<file path="src/rtl/atci_pkg.sv">
`default_nettype none

package atci_pkg;

    // stream widths
    localparam int IN_TDATA_W  = 64;   // sector_address + sector_count
    localparam int OUT_TDATA_W = 16;   // reg_offset + reg_value, padded to bytes
    localparam int KIND_W      = 2;
    localparam int ACT_W       = 2;
    localparam int LBA_W       = 48;
    localparam int CNT_W       = 16;
    localparam int OFF_W       = 3;
    localparam int VAL_W       = 8;
    localparam int OUT_PAD_W   = OUT_TDATA_W - OFF_W - VAL_W;

    // request queue between front and back
    localparam int QUEUE_DEPTH = 2;
    localparam int QPTR_W      = $clog2(QUEUE_DEPTH);
    localparam int QCNT_W      = QPTR_W + 1;

    // sequencer step counter, longest sequence is fourteen actions
    localparam int STEP_W      = 4;

    // configuration register indexes
    localparam logic CFG_USE_LBA48    = 1'b0;
    localparam logic CFG_SELECT_SLAVE = 1'b1;

    // request kinds
    localparam logic [KIND_W-1:0] KIND_READ     = 2'd0;
    localparam logic [KIND_W-1:0] KIND_WRITE    = 2'd1;
    localparam logic [KIND_W-1:0] KIND_IDENTIFY = 2'd2;
    localparam logic [KIND_W-1:0] KIND_NONE     = 2'd3;

    // actions
    localparam logic [ACT_W-1:0] ACT_WRITE      = 2'd0;
    localparam logic [ACT_W-1:0] ACT_WAIT_READY = 2'd1;
    localparam logic [ACT_W-1:0] ACT_WAIT_DRQ   = 2'd2;

    // task-file register offsets
    localparam logic [OFF_W-1:0] OFF_FEATURE = 3'd1;
    localparam logic [OFF_W-1:0] OFF_COUNT   = 3'd2;
    localparam logic [OFF_W-1:0] OFF_LBA_LO  = 3'd3;
    localparam logic [OFF_W-1:0] OFF_LBA_MID = 3'd4;
    localparam logic [OFF_W-1:0] OFF_LBA_HI  = 3'd5;
    localparam logic [OFF_W-1:0] OFF_DEVICE  = 3'd6;
    localparam logic [OFF_W-1:0] OFF_CMD     = 3'd7;
    localparam logic [OFF_W-1:0] OFF_STATUS  = 3'd7;

    // device and status bytes
    localparam logic [VAL_W-1:0] DEV_BASE   = 8'hA0;
    localparam logic [VAL_W-1:0] DEV_LBA    = 8'h40;
    localparam logic [VAL_W-1:0] DEV_SLAVE  = 8'h10;
    localparam logic [VAL_W-1:0] STAT_READY = 8'h40;
    localparam logic [VAL_W-1:0] STAT_DRQ   = 8'h08;
    localparam logic [VAL_W-1:0] FEAT_NONE  = 8'h00;

    // command bytes
    localparam logic [VAL_W-1:0] CMD_READ28   = 8'h20;
    localparam logic [VAL_W-1:0] CMD_WRITE28  = 8'h30;
    localparam logic [VAL_W-1:0] CMD_READ48   = 8'h24;
    localparam logic [VAL_W-1:0] CMD_WRITE48  = 8'h34;
    localparam logic [VAL_W-1:0] CMD_IDENTIFY = 8'hEC;

    typedef enum logic [2:0] {
        SEQ_RD28,
        SEQ_WR28,
        SEQ_RD48,
        SEQ_WR48,
        SEQ_IDENT
    } t_seq;

    typedef struct packed {
        t_seq             seq;
        logic             slave;
        logic [LBA_W-1:0] lba;
        logic [CNT_W-1:0] cnt;
    } t_entry;

    typedef struct packed {
        logic   valid;
        t_entry entry;
    } t_head;

    typedef struct packed {
        logic [ACT_W-1:0] action;
        logic [OFF_W-1:0] offset;
        logic [VAL_W-1:0] value;
        logic             last;
    } t_item;

    function automatic t_item wr(input logic [OFF_W-1:0] off, input logic [VAL_W-1:0] val);
        t_item it;
        it.action = ACT_WRITE;
        it.offset = off;
        it.value  = val;
        it.last   = 1'b0;
        return it;
    endfunction

    // one action of a classified request at a given step
    function automatic t_item step_item(input t_entry e, input logic [STEP_W-1:0] step);
        t_item            it;
        logic [VAL_W-1:0] dev;
        t_item            wait_rdy;
        t_item            wait_drq;
        dev = DEV_BASE | DEV_LBA | (e.slave ? DEV_SLAVE : 8'h00);
        wait_rdy = '{action: ACT_WAIT_READY, offset: OFF_STATUS, value: STAT_READY, last: 1'b0};
        wait_drq = '{action: ACT_WAIT_DRQ, offset: OFF_STATUS, value: STAT_DRQ, last: 1'b1};
        it = wr(OFF_DEVICE, dev);
        case (e.seq)
            SEQ_IDENT: begin
                case (step)
                    4'd1:    it = wr(OFF_FEATURE, FEAT_NONE);
                    4'd2:    it = wr(OFF_COUNT, e.cnt[7:0]);
                    4'd3:    it = wr(OFF_LBA_LO, e.lba[7:0]);
                    4'd4:    it = wr(OFF_LBA_MID, e.lba[15:8]);
                    4'd5:    it = wr(OFF_LBA_HI, e.lba[23:16]);
                    4'd6:    it = wait_rdy;
                    4'd7: begin
                        it = wr(OFF_CMD, CMD_IDENTIFY);
                        it.last = 1'b1;
                    end
                    default: it = wr(OFF_DEVICE, dev);
                endcase
            end
            SEQ_RD48, SEQ_WR48: begin
                case (step)
                    4'd1:    it = wr(OFF_FEATURE, FEAT_NONE);
                    4'd2:    it = wr(OFF_COUNT, e.cnt[15:8]);
                    4'd3:    it = wr(OFF_LBA_LO, e.lba[31:24]);
                    4'd4:    it = wr(OFF_LBA_MID, e.lba[39:32]);
                    4'd5:    it = wr(OFF_LBA_HI, e.lba[47:40]);
                    4'd6:    it = wr(OFF_FEATURE, FEAT_NONE);
                    4'd7:    it = wr(OFF_COUNT, e.cnt[7:0]);
                    4'd8:    it = wr(OFF_LBA_LO, e.lba[7:0]);
                    4'd9:    it = wr(OFF_LBA_MID, e.lba[15:8]);
                    4'd10:   it = wr(OFF_LBA_HI, e.lba[23:16]);
                    4'd11:   it = wait_rdy;
                    4'd12: begin
                        it = wr(OFF_CMD, (e.seq == SEQ_WR48) ? CMD_WRITE48 : CMD_READ48);
                        it.last = (e.seq == SEQ_RD48);
                    end
                    4'd13:   it = wait_drq;
                    default: it = wr(OFF_DEVICE, dev);
                endcase
            end
            default: begin
                // 28-bit read and write
                case (step)
                    4'd1:    it = wr(OFF_COUNT, e.cnt[7:0]);
                    4'd2:    it = wr(OFF_LBA_LO, e.lba[7:0]);
                    4'd3:    it = wr(OFF_LBA_MID, e.lba[15:8]);
                    4'd4:    it = wr(OFF_LBA_HI, e.lba[23:16]);
                    4'd5:    it = wr(OFF_DEVICE, dev | {4'h0, e.lba[27:24]});
                    4'd6:    it = wait_rdy;
                    4'd7: begin
                        it = wr(OFF_CMD, (e.seq == SEQ_WR28) ? CMD_WRITE28 : CMD_READ28);
                        it.last = (e.seq == SEQ_RD28);
                    end
                    4'd8:    it = wait_drq;
                    default: it = wr(OFF_DEVICE, dev);
                endcase
            end
        endcase
        return it;
    endfunction

endpackage

`default_nettype wire

</file>
<file path="src/rtl/ata_taskfile_command_issuer_core.sv">
`default_nettype none

// ATA task-file command issuer. Each request (read, write or identify, with
// a 48-bit sector address and a 16-bit sector count) expands into the ordered
// task-file actions that set up a PIO command: register writes (offset and
// byte), a wait for READY before the command byte and, for writes, a final
// wait for DRQ to send the sector. Action counts per request: 28-bit read 8,
// 28-bit write 9, 48-bit read 13, 48-bit write 14, identify 8. The result
// channel carries one action per cycle while the receiver does not stall,
// and the step counter of the back sequencer walks through each request. The
// front side classifies a request in the cycle it is taken and places it in
// a two-entry request queue, so further requests are taken while earlier ones
// are still being played out, and the output register lets a new action be
// loaded in the same cycle the previous one is taken. A request of kind 3 is
// taken and dropped without any result. Configuration (48-bit mode, second
// drive select) is sampled when a request is taken; the config port is
// always ready.
module ata_taskfile_command_issuer_core (
    input  wire logic                            i_clk,
    input  wire logic                            i_rst_n,
    // configuration write: index 0 use_lba48, index 1 select_slave
    input  wire logic                            i_cfg_valid,
    output logic                                 o_cfg_ready,
    input  wire logic                            i_cfg_index,
    input  wire logic                            i_cfg_data,
    // request side
    input  wire logic                            i_s_tvalid,
    output logic                                 o_s_tready,
    // [47:0] sector_address, [63:48] sector_count
    input  wire logic [atci_pkg::IN_TDATA_W-1:0] i_s_tdata,
    // [1:0] kind
    input  wire logic [atci_pkg::KIND_W-1:0]     i_s_tuser,
    // action side
    output logic                                 o_m_tvalid,
    input  wire logic                            i_m_tready,
    // [2:0] reg_offset, [10:3] reg_value, [15:11] zero
    output logic [atci_pkg::OUT_TDATA_W-1:0]     o_m_tdata,
    // [1:0] action
    output logic [atci_pkg::ACT_W-1:0]           o_m_tuser,
    // final action of the request
    output logic                                 o_m_tlast
);
    import atci_pkg::*;

    logic   q_full;
    logic   push;
    logic   pop;
    t_entry entry;
    t_head  head;

    // front: config registers, classification of each request
    atci_front u_front (
        .i_clk       (i_clk),
        .i_rst_n     (i_rst_n),
        .i_cfg_valid (i_cfg_valid),
        .o_cfg_ready (o_cfg_ready),
        .i_cfg_index (i_cfg_index),
        .i_cfg_data  (i_cfg_data),
        .i_s_tvalid  (i_s_tvalid),
        .o_s_tready  (o_s_tready),
        .i_s_tdata   (i_s_tdata),
        .i_s_tuser   (i_s_tuser),
        .i_q_full    (q_full),
        .o_push      (push),
        .o_entry     (entry)
    );

    // short queue decoupling front from sequencer
    atci_queue u_queue (
        .i_clk   (i_clk),
        .i_rst_n (i_rst_n),
        .i_push  (push),
        .i_entry (entry),
        .i_pop   (pop),
        .o_full  (q_full),
        .o_head  (head)
    );

    // back: step sequencer and output register
    atci_back u_back (
        .i_clk      (i_clk),
        .i_rst_n    (i_rst_n),
        .i_head     (head),
        .o_pop      (pop),
        .o_m_tvalid (o_m_tvalid),
        .i_m_tready (i_m_tready),
        .o_m_tdata  (o_m_tdata),
        .o_m_tuser  (o_m_tuser),
        .o_m_tlast  (o_m_tlast)
    );

endmodule

`default_nettype wire

</file>
<file path="src/rtl/atci_front.sv">
`default_nettype none

module atci_front (
    input  wire logic                           i_clk,
    input  wire logic                           i_rst_n,
    input  wire logic                           i_cfg_valid,
    output logic                                o_cfg_ready,
    input  wire logic                           i_cfg_index,
    input  wire logic                           i_cfg_data,
    input  wire logic                           i_s_tvalid,
    output logic                                o_s_tready,
    input  wire logic [atci_pkg::IN_TDATA_W-1:0] i_s_tdata,
    input  wire logic [atci_pkg::KIND_W-1:0]    i_s_tuser,
    input  wire logic                           i_q_full,
    output logic                                o_push,
    output atci_pkg::t_entry                    o_entry
);
    import atci_pkg::*;

    logic r_use_lba48;
    logic r_select_slave;
    logic keep;

    assign o_cfg_ready = 1'b1;

    always_ff @(posedge i_clk) begin
        if (!i_rst_n) begin
            r_use_lba48    <= 1'b0;
            r_select_slave <= 1'b0;
        end else if (i_cfg_valid) begin
            unique case (i_cfg_index)
                CFG_USE_LBA48:    r_use_lba48    <= i_cfg_data;
                CFG_SELECT_SLAVE: r_select_slave <= i_cfg_data;
                default:          r_use_lba48    <= r_use_lba48;
            endcase
        end
    end

    // classify the request into one of the action sequences
    always_comb begin
        keep = 1'b1;
        o_entry.seq = SEQ_IDENT;
        unique case (i_s_tuser)
            KIND_READ:     o_entry.seq = r_use_lba48 ? SEQ_RD48 : SEQ_RD28;
            KIND_WRITE:    o_entry.seq = r_use_lba48 ? SEQ_WR48 : SEQ_WR28;
            KIND_IDENTIFY: o_entry.seq = SEQ_IDENT;
            KIND_NONE:     keep = 1'b0;
            default:       keep = 1'b0;
        endcase
        o_entry.slave = r_select_slave;
        o_entry.lba   = i_s_tdata[LBA_W-1:0];
        o_entry.cnt   = i_s_tdata[LBA_W +: CNT_W];
    end

    // undefined kind is taken and dropped
    assign o_s_tready = !i_q_full;
    assign o_push     = i_s_tvalid && !i_q_full && keep;

endmodule

`default_nettype wire

</file>
<file path="src/rtl/atci_queue.sv">
`default_nettype none

module atci_queue (
    input  wire logic             i_clk,
    input  wire logic             i_rst_n,
    input  wire logic             i_push,
    input  wire atci_pkg::t_entry i_entry,
    input  wire logic             i_pop,
    output logic                  o_full,
    output atci_pkg::t_head       o_head
);
    import atci_pkg::*;

    t_entry              r_mem [QUEUE_DEPTH];
    logic [QPTR_W-1:0]   r_wr_ptr;
    logic [QPTR_W-1:0]   r_rd_ptr;
    logic [QCNT_W-1:0]   r_count;

    assign o_full       = (r_count == QCNT_W'(QUEUE_DEPTH));
    assign o_head.valid = (r_count != '0);
    assign o_head.entry = r_mem[r_rd_ptr];

    always_ff @(posedge i_clk) begin
        if (i_push) begin
            r_mem[r_wr_ptr] <= i_entry;
        end
    end

    always_ff @(posedge i_clk) begin
        if (!i_rst_n) begin
            r_wr_ptr <= '0;
            r_rd_ptr <= '0;
            r_count  <= '0;
        end else begin
            if (i_push) begin
                r_wr_ptr <= (r_wr_ptr == QPTR_W'(QUEUE_DEPTH - 1)) ? '0 : r_wr_ptr + 1'b1;
            end
            if (i_pop) begin
                r_rd_ptr <= (r_rd_ptr == QPTR_W'(QUEUE_DEPTH - 1)) ? '0 : r_rd_ptr + 1'b1;
            end
            case ({i_push, i_pop})
                2'b10:   r_count <= r_count + 1'b1;
                2'b01:   r_count <= r_count - 1'b1;
                default: r_count <= r_count;
            endcase
        end
    end

endmodule

`default_nettype wire

</file>
<file path="src/rtl/atci_back.sv">
`default_nettype none

module atci_back (
    input  wire logic                             i_clk,
    input  wire logic                             i_rst_n,
    input  wire atci_pkg::t_head                  i_head,
    output logic                                  o_pop,
    output logic                                  o_m_tvalid,
    input  wire logic                             i_m_tready,
    output logic [atci_pkg::OUT_TDATA_W-1:0]      o_m_tdata,
    output logic [atci_pkg::ACT_W-1:0]            o_m_tuser,
    output logic                                  o_m_tlast
);
    import atci_pkg::*;

    logic              r_valid;
    t_item             r_item;
    logic [STEP_W-1:0] r_step;
    t_item             cur;
    logic              load;

    always_comb begin
        cur   = step_item(i_head.entry, r_step);
        load  = i_head.valid && (!r_valid || i_m_tready);
        o_pop = load && cur.last;
    end

    always_ff @(posedge i_clk) begin
        if (!i_rst_n) begin
            r_valid <= 1'b0;
            r_step  <= '0;
        end else begin
            if (load) begin
                r_valid <= 1'b1;
                r_step  <= cur.last ? '0 : r_step + 1'b1;
            end else if (i_m_tready) begin
                r_valid <= 1'b0;
            end
        end
    end

    always_ff @(posedge i_clk) begin
        if (load) begin
            r_item <= cur;
        end
    end

    assign o_m_tvalid = r_valid;
    assign o_m_tuser  = r_item.action;
    assign o_m_tdata  = {{OUT_PAD_W{1'b0}}, r_item.value, r_item.offset};
    assign o_m_tlast  = r_item.last;

endmodule

`default_nettype wire

</file>
<file path="config.mk">
export PLATFORM = sky130hd
export DESIGN_NAME = ata_taskfile_command_issuer_core
export DESIGN_NICKNAME = d
export VERILOG_FILES = /design/src/rtl/atci_pkg.sv /design/src/rtl/ata_taskfile_command_issuer_core.sv /design/src/rtl/atci_front.sv /design/src/rtl/atci_queue.sv /design/src/rtl/atci_back.sv
export SDC_FILE = /design/constraint.sdc
export NUM_CORES = 1
export LEC_CHECK = 0
export BUFFER_PORTS_ARGS = -buffer_cell sky130_fd_sc_hd__buf_2
export CORE_MARGIN = 2
export CORE_UTILIZATION = 39
export DETAILED_ROUTE_END_ITERATION = 10
export SLEW_MARGIN = 10
export SYNTH_ARGS = -nofsm -noshare
export SYNTH_HDL_FRONTEND = slang
export SYNTH_HIERARCHICAL = 1
export SYNTH_SLANG_ARGS = --single-unit
</file>
<file path="constraint.sdc">
create_clock -name i_clk -period 6 [get_ports i_clk]
set_input_delay 0 -clock i_clk [delete_from_list [all_inputs] [get_ports i_clk]]
set_output_delay 0 -clock i_clk [all_outputs]
set_load 0.02 [all_outputs]
</file>
==> impl_metrics.tcl, run 1 <==
set metrics [dict create \
    outcome "complete, no violations" \
    max_slew_margin_pct 34.7 \
    hold_path.class "input port to flip-flop" \
    drc_errors 0 \
    synth_compound_area_share_pct 13.8 \
    clkLatencyLatePin_ns 0.42 \
    synthDistinctLibCells 66 \
    cp.arrival_ns 3.66 \
    postSynth.asyncResetShare_pct 0 \
    cts_made_buffers 17 \
    fin_tns_setup_ns 0 \
    chipWidth_um 148 \
    fin_util_pct 46.8 \
    yosys-top-cells-area "edfxtp_1 (55%), mux2_2 (9.6%), buf_4 (7.0%), dfxtp_1 (3.0%), a221oi_1 (1.7%)" \
    period_minus_slack_ns 3.30 \
    grt_max_degree 69 \
    path_depth 9 \
    path_buf_inv 2 \
    cts-resized-gates 0 \
    synth-seq-cells 162 \
    wire_per_inst_um 19.8 \
    firstDrtPassIters 8 \
    drv_slew 0 \
    viasPerCell 5.42 \
    worst_slew_pin_slew_ns 0.979 \
    startpoint_type "flip-flop" \
    synth_cells 620 \
    critical_path_class "flip-flop to flip-flop" \
    syn_area_um2 8120 \
    critPathMostFrequentCell "ha_1" \
    cts-root-buf "clkbuf_16" \
    regToRegStartpoint "u_back/r_step[1]" \
    slowest_stage "ha_1" \
    yosysSeqAreaShare_pct 58.4 \
    maxClockFrequency_ghz 0.303 \
    synth_xor_area_share_pct 0.323 \
    setup_violations 0 \
    num_vias 5328 \
    p_leak_nw 3.28 \
    crit_start "u_back/r_step[1]" \
    p_per_area_nw_per_um2 352 \
    antenna_found_initial 0 \
    drt_iter0_drc 633 \
    dieHeight_um 148 \
    crit_path_cell_trace "inv_1 > ha_1 > buf_4 > o2111ai_1 > a32o_2 > nor2_1 > ha_1 > or3_1 > a21boi_1" \
    ant_nets 0 \
    critPathTopFamily "adder cells" \
    numPortBuffers 88 \
    rsz0062_at_grt "no" \
    cp.required_ns 6.36 \
    postLayoutCellArea_um2 9520 \
    coreArea_um2 20400 \
    synth.mux.area_fraction_pct 9.94 \
    cts_buffer_depth 2 \
    area_growth_pct 17.2 \
    clk_pin_slew_worst_paths_ns 0.06 \
    cts_sinks 162 \
    cts_tree "built" \
    finalClockSkew_ns 0.00753 \
    rows 52 \
    vdd_drop_max_mv 0.193 \
    drv_cap 0 \
    dp_hpwl_mm 12.7 \
    grt_first_pass_wirelength_mm 29.5 \
    yosysMostFrequentCell "edfxtp_1" \
    drive_gt1_share_pct 29.2 \
    io_pins 95 \
    cts.htree.levels 4 \
    initial_core_util_pct 39.9 \
    fillers 1822 \
    nets 778 \
    cp-end-kind "flip-flop" \
    min_path_cells 4 \
    routed_wl_mm 19.5 \
    grt_usage_pct 17.9 \
    diodes 0 \
    ys.flop_type "edfxtp_1" \
    max_stage_delay_ns 0.79 \
    avgSynthCellArea_um2 13.1 \
    grt-ovfl-total 0 \
    r2r_cells 9 \
    cts_hold_buf 75 \
    ys_top_cells_by_count "edfxtp_1 (150), buf_4 (76), mux2_2 (69)" \
    post-cts-setup-buffer-count 0 \
    yosysTopAreaCellShare_pct 55.5 \
    fin_crit_sh_pct 55.1 \
    yosys.area_share.simple_pct 6.45 \
    dpl_cell_area_um2 8210 \
    ff2ff_setup_slack_ns 2.70 \
    yosys.area.top_type "edfxtp_1" \
    final_hold_viol_count 0 \
    grt_pass1_vias 5249 \
    hold_start "i_s_tvalid" \
    synth-edff-count 150 \
    place_congestion 0.921 \
    ys_warn_count 6 \
    crit_fanout 25 \
    synth_fa_ha_area_share_pct 0.770 \
    synth_top_family_by_area "compound AO/OA/AOI/OAI gates" \
    dieArea_um2 22000 \
]
## area by class of cell
| class | count | area, um^2 | area share, % |
|---|---|---|---|
| flip-flops and latches | 162 | 4750 | 49.8 |
| inverters | 11 | 41.3 | 0.434 |
| clock buffers | 18 | 429 | 4.51 |
| repair buffers | 172 | 1260 | 13.2 |
| clock inverters | 14 | 133 | 1.39 |
| well taps | 270 | 338 | 3.55 |
| multi-input cells | 336 | 2580 | 27.1 |
## layout by cell type, fill, tap and decap left out, drive strengths merged, types with 4 or more instances in the layout
master,Yosys,routed
inv,11,15
nor2,17,17
nand3b,4,4
nor2b,11,11
a22oi,15,15
dfxtp,12,12
a211oi,7,7
a21boi,4,4
a221o,4,4
o22ai,5,5
nand3,10,10
clkbuf,9,18
o211ai,7,7
mux2,69,69
o21ai,20,20
buf,106,97
edfxtp,150,150
a2111oi,4,4
nand2b,6,6
and2,5,5
a21oi,25,25
nand2,28,28
conb,2,6
ha,5,5
a222oi,13,13
or2,5,5
a221oi,16,16
a32oi,4,4
dlygate4sd3,0,75
clkinv,0,8
## state kept, by name, indices dropped and copies added, names as in the netlist, named ones only
| register | flops |
|---|---|
| u_front/r_use_lba48 | 1 |
| u_back/o_m_tvalid | 1 |
| u_queue/r_rd_ptr | 1 |
| u_back/r_step | 4 |
| u_queue/r_count | 2 |
| u_queue/r_mem | 136 |
| u_queue/r_wr_ptr | 1 |
| u_back/o_m_tuser | 2 |
| u_back/o_m_tdata | 11 |
| u_back/o_m_tlast | 1 |
| u_front/r_select_slave | 1 |
## metrics by stage
step / total power [mW] / worst slack, ns / std cells / hold WS [ns]
final: 3.36 / 2.70 / 983 / 0.0846
after global routing: 3.51 / 2.48 / 983 / 0.115
after CTS: 3.37 / 2.72 / 983 / 0.0678
after detailed placement: 2.30 / 2.73 / 876 / 0.191
after global placement: 2.28 / 2.74 / 876 / 0.187
after floorplan: 2.09 / 1.62 / 624 / 0.118
## worst paths after layout
kind                                to
setup reg to reg    u_queue/r_count[1]
setup / recovery    u_queue/r_count[1]
hold reg to reg   u_queue/r_mem[0][64]
hold / removal        u_queue/r_wr_ptr
## worst reg2reg max path: cells and delay by family (launching register included)
kind,cells,cell delay [ns]
adder cells (fa/ha/maj),2,1.09
AO/OA/AOI/OAI,3,0.69
buffers and inverters,2,0.55
AND/OR/NAND/NOR,2,0.54
flip-flops,1,0.36
## logic make-up after synthesis
kind of cell	count (synthesis)
xor+xnor	3
flops	162
buf+inv	126
simple gates	101
mux	72
fa+ha+maj	5
other cells	2
compound gates	149
## where the power goes
part	switching, mW	internal, mW	total (mW)
sequential	0.0514	1.39	1.44
clock	0.453	0.577	1.03
combinational	0.544	0.342	0.885
## routing by layer
layer	global-route usage [%]	routed length (um)	up-vias
li1	-	-	2482
met1	24.5	8660	2611
met2	28.0	9230	219
met3	4.75	1310	16
met4	5.76	249	0
met5	0	0	-
No activity file was read; power rests on OpenSTA's default activity.
==> run 2, diff against run 1 <==
--- a/config.mk
+++ b/config.mk
@@ -5,6 +5,7 @@
 export SDC_FILE = /design/constraint.sdc
 export NUM_CORES = 1
 export LEC_CHECK = 0
+export ABC_AREA = 1
 export BUFFER_PORTS_ARGS = -buffer_cell sky130_fd_sc_hd__buf_2
 export CORE_MARGIN = 2
 export CORE_UTILIZATION = 39
==> constraint.sdc (replaced) <==
create_clock -name i_clk -period 2.75 [get_ports i_clk]
set_input_delay 0 -clock i_clk [delete_from_list [all_inputs] [get_ports i_clk]]
set_output_delay 0 -clock i_clk [all_outputs]
set_load 0.02 [all_outputs]
==> impl_metrics.tcl, run 2 <==
set metrics [dict create \
    io_pins 95 \
    cp.arrival_ns 2.44 \
    setup_violations 0 \
    grt_max_degree 69 \
    routed_wl_mm 19.1 \
    critical_path_class "flip-flop to flip-flop" \
    drt_iter0_drc 487 \
    grt-ovfl-total 0 \
    clk_pin_slew_worst_paths_ns 0.06 \
    fin_tns_setup_ns 0 \
    p_per_area_nw_per_um2 589 \
    finalClockSkew_ns 0.0129 \
    avgSynthCellArea_um2 11.1 \
    p_leak_nw 4.09 \
    rsz0062_at_grt "no" \
    rows 54 \
    numPortBuffers 88 \
    hold_path.class "input port to flip-flop" \
    ys_warn_count 6 \
    critPathMostFrequentCell "nand2_1" \
    rr_endpoint "u_back/o_m_tdata[5]" \
    chipWidth_um 153 \
    multiInputGateArea_um2 2870 \
    largest_register "u_queue/r_mem" \
    coreArea_um2 21800 \
    mostFrequentLayoutCell "nand2_1" \
    dpl_cell_area_um2 8820 \
    syn_area_um2 8610 \
    ys_top_cells_by_count "nand2_1 (174), edfxtp_1 (150), buf_4 (74)" \
    cts.htree.levels 4 \
    fin_crit_sh_pct 82.3 \
    grt_first_pass_wirelength_mm 30.0 \
    drive_gt1_share_pct 30.1 \
    postLayoutCellArea_um2 10200 \
    wire_per_inst_um 16.2 \
    place_congestion 0.942 \
    cts-resized-gates 0 \
    r2r_cells 8 \
    dieHeight_um 153 \
    clkLatencyLatePin_ns 0.43 \
    ant_nets 0 \
    ys.flop_type "edfxtp_1" \
    startpoint_type "flip-flop" \
    nets 963 \
    placedCellCount 1071 \
    final-seq-area_um2 4750 \
    period_minus_slack_ns 2.26 \
    crit_fanout 39 \
    largest_reg_flops 136 \
    cp-end-kind "flip-flop" \
    ff2ff_setup_slack_ns 0.49 \
    cts_buffer_depth 2 \
    vdd_drop_max_mv 0.426 \
    cts_made_buffers 17 \
    cts_tree "built" \
    final_cell_mix "nand2_1 (174), edfxtp_1 (150), buf_2 (88)" \
    drc_errors 0 \
    min_path_cells 6 \
    antenna_found_initial 0 \
    num_vias 5734 \
    dieArea_um2 23300 \
    fillers 2003 \
    cts-root-buf "clkbuf_16" \
    grt_pass1_vias 5564 \
    yosysSeqAreaShare_pct 55.1 \
    yosysMostFrequentCell "nand2_1" \
    drv_slew 0 \
    drv_cap 0 \
    yosys-top-cells-area "edfxtp_1 (52%), nand2_1 (7.6%), buf_4 (6.5%), mux2_2 (6.3%), mux2_4 (3.5%)" \
    cts_sinks 162 \
    max_slew_margin_pct 55.7 \
    synth-seq-cells 162 \
    yosysTopAreaCellShare_pct 52.3 \
    initial_core_util_pct 39.6 \
    layoutNonFillerInstCount 1177 \
    crit_path_cell_trace "buf_4 > mux2_4 > inv_1 > o21ai_0 > nor2_1 > nand2_1 > nand2_1 > nand3_1" \
    synth-edff-count 150 \
    cp.required_ns 2.92 \
    max_stage_delay_ns 0.53 \
    synthDistinctLibCells 43 \
    worst_slew_pin_slew_ns 0.664 \
    outcome "complete, no violations" \
    slowest_stage "buf_4" \
    dp_hpwl_mm 12.9 \
    viasPerCell 4.87 \
    yosys.area.top_type "edfxtp_1" \
    postSynth.asyncResetShare_pct 0 \
    firstDrtPassIters 7 \
    diodes 0 \
    hold_end "u_queue/r_wr_ptr" \
    area_growth_pct 18.1 \
    synth_cells 778 \
    hold_start "i_s_tvalid" \
    maxClockFrequency_ghz 0.442 \
    grt_usage_pct 16.7 \
    final_hold_viol_count 0 \
]
[run 2: per-layer routing]
metal | part of all wire, % | vias up | GRT usage, %
li1 | - | 2782 | -
met1 | 46 | 2685 | 22.9
met2 | 46 | 238 | 26.2
met3 | 6.4 | 29 | 3.36
met4 | 2.1 | 0 | 6.39
met5 | 0 | - | 0
[run 2: per-stage QoR]
stage                     utilization (%)  power, mW  setup WS (ns)  hold slack (ns)
final                                46.7       5.99          0.486           0.0326
after global routing                 46.7       6.22          0.348            0.110
after CTS                            46.7       6.04          0.514           0.0144
after detailed placement             40.5       3.56          0.544            0.191
after global placement               40.5       3.55          0.503            0.188
after floorplan                         -       3.41          0.101            0.121
[run 2: worst max-delay path, delay by kind of cell, from the launching register on]
kind	cells	cell delay [ns]
buf+inv	2	0.71
flops	1	0.38
mux	1	0.36
simple gates	4	0.34
compound gates	1	0.18
[run 2: where the power goes]
group / internal (mW) / total, mW / leakage [nW] / switching (mW)
registers: 2.86 / 2.90 / 1.49 / 0.0399
clock network: 1.43 / 2.40 / 0.270 / 0.969
logic: 0.289 / 0.695 / 2.33 / 0.406
total: 4.57 / 5.99 / 4.09 / 1.41
[run 2: cells by family (layout without fill, tap and decap cells)]
group	after synthesis	in the layout	synth area share, %
xor+xnor	2	2	0.204
other cells	2	6	0.0873
mux	68	68	9.77
compound gates	49	49	3.47
buf+inv	164	279	11.8
simple gates	326	326	18.8
fa+ha+maj	5	5	0.727
flops	162	162	55.1
[run 2: worst max-delay path by stage]
stage	startpoint	endpoint	slack, ns	depth (start not counted)
floorplan	u_queue/r_count[1]	u_queue/r_mem[1][0]	0.10	7
CTS	flip-flop	u_back/o_m_tdata[5]	0.51	8
finish	flip-flop	u_back/o_m_tdata[5]	0.49	8
global placement	flip-flop	u_back/o_m_tdata[5]	0.50	8
detailed placement	flip-flop	u_back/o_m_tdata[5]	0.54	8
global route	u_back/r_step[2]	u_queue/r_count[1]	0.35	14
[run 2: layout make-up]
class | instances | share of cell area, %
flip-flops and latches | 162 | 46.7
multi-input cells | 456 | 28.2
repair buffers | 180 | 13.2
clock buffers | 19 | 4.26
well taps | 280 | 3.45
inverters | 68 | 2.59
clock inverters | 12 | 1.55
[run 2: what timing repair did]
action	in CTS	in global routing
hold endpoints to repair	145	0
hold buffers	75	0
buffers inserted	0	0
==> run 3, diff against run 2 <==
==> constraint.sdc (replaced) <==
create_clock -name i_clk -period 2.3 [get_ports i_clk]
set_input_delay 0 -clock i_clk [delete_from_list [all_inputs] [get_ports i_clk]]
set_output_delay 0 -clock i_clk [all_outputs]
set_load 0.02 [all_outputs]
==> impl_metrics.tcl, run 3 (synthesis results as in run 2) <==
set metrics [dict create \
    grt_max_degree 67 \
    cp-end-kind "flip-flop" \
    io_pins 95 \
    setup_ws_ns 0.173 \
    nets 972 \
    fin_util_pct 46.9 \
    cp.arrival_ns 2.49 \
    maxClockFrequency_ghz 0.470 \
    critical_path_class "flip-flop to flip-flop" \
    rr_endpoint "u_queue/r_count[1]" \
    diodes 0 \
    rows 54 \
    largest_register "u_queue/r_mem" \
    dieHeight_um 153 \
    cp-endpoint "u_queue/r_count[1]" \
    firstDrtPassIters 5 \
    drv_slew 0 \
    vdd_drop_max_mv 0.499 \
    antenna_found_initial 0 \
    initial_core_util_pct 39.6 \
    wire_per_inst_um 16.2 \
    rsz0062_at_grt "no" \
    setup_violations 0 \
    cts_sinks 162 \
    fin_tns_setup_ns 0 \
    clkLatencyLatePin_ns 0.43 \
    final_hold_viol_count 0 \
    r2r_cells 14 \
    p_per_area_nw_per_um2 672 \
    drt_iter0_drc 364 \
    finalClockSkew_ns 0.0204 \
    cts-root-buf "clkbuf_16" \
    numPortBuffers 88 \
    chipWidth_um 153 \
    drc_errors 0 \
    cts_made_buffers 17 \
    post-cts-setup-buffer-count 0 \
    largest_reg_flops 136 \
    place_congestion 0.923 \
    mostFrequentLayoutCell "nand2_1" \
    ff2ff_setup_slack_ns 0.17 \
    hold_path.class "input port to flip-flop" \
    cts.htree.levels 4 \
    grt_usage_pct 16.9 \
    fillers 2013 \
    pre_cts_slack_ns 0.115 \
    area_growth_pct 18.5 \
    period_minus_slack_ns 2.13 \
    routed_wl_mm 19.2 \
    drv_cap 0 \
    outcome "complete, no violations" \
    fin_crit_sh_pct 92.5 \
    startpoint_type "flip-flop" \
    crit_fanout 5 \
    coreArea_um2 21800 \
    clk_pin_slew_worst_paths_ns 0.06 \
    grt_pass1_vias 5572 \
    ant_nets 0 \
    viasPerCell 4.79 \
    final_cell_mix "nand2_1 (174), edfxtp_1 (150), buf_2 (88)" \
    drive_gt1_share_pct 30.9 \
    p_leak_nw 4.12 \
    num_vias 5676 \
    dp_hpwl_mm 13.2 \
    cts_buffer_depth 2 \
    dieArea_um2 23300 \
    grt_first_pass_wirelength_mm 30.3 \
    cts_tree "built" \
    cp.required_ns 2.66 \
    grt-ovfl-total 0 \
]
-- run 3: worst min-delay path by stage --
stage	slack (ns)	cells after the start	start	endpoint
2_1_floorplan	0.12	2	i_rst_n	u_front/r_use_lba48
6_report	0.20	6	i_s_tvalid	u_queue/r_count[0]
4_1_cts	0.18	6	i_s_tvalid	u_queue/r_count[0]
5_1_grt	0.26	6	i_s_tvalid	u_queue/r_count[0]
3_3_place_gp	0.19	1	i_s_tdata[60]	u_queue/r_mem[1][12]
3_5_place_dp	0.19	1	i_s_tdata[38]	u_queue/r_mem[0][54]
-- run 3: cell type report --
type                    instances  area, um^2  share of cell area, %
repair buffers                189        1440                   14.1
flip-flops and latches        162        4750                   46.6
clock buffers                  19         433                   4.24
multi-input cells             456        2870                   28.2
clock inverters                12        93.8                  0.920
well taps                     280         350                   3.43
inverters                      68         267                   2.61
-- run 3: repair_timing --
item	in CTS	in global routing
endpoints found under the hold margin	145	0
resized for setup	0	3
hold buffers	75	0
endpoints found under the setup margin	0	1
-- run 3: critical path, stage by stage, from the launching register on --
cell	delay, ns
dfxtp_4	0.39
mux2_2	0.38
inv_1	0.11
nor2_2	0.07
nor2_1	0.16
nand2_2	0.09
nand2_2	0.09
nand2_2	0.07
inv_1	0.10
ha_1	0.26
inv_1	0.08
nand2_1	0.05
nor2_1	0.08
nor2_1	0.04
nor2_1	0.09
-- run 3: through the flow --
stage	hold WS, ns	total power, mW	cell area (um^2)	std cells
floorplan	0.121	4.07	8630	782
global placement	0.188	4.25	8920	1080
detailed placement	0.193	4.26	8920	1080
CTS	0.181	6.91	10200	1186
global route	0.257	7.13	10200	1186
finish	0.198	6.85	10200	1186
-- run 3: metal layers --
layer,up-vias,part of all wire [%],global-route usage (%)
li1,2796,-,-
met1,2687,47,23.6
met2,172,46,26.1
met3,21,5.4,3.50
met4,0,1.4,6.04
met5,-,0,0
-- run 3: report_power, final --
group          total, mW  switching [mW]  internal [mW]
clock               2.55            1.09           1.46
sequential          3.46          0.0458           3.42
combinational      0.839           0.484          0.354
total               6.85            1.62           5.23
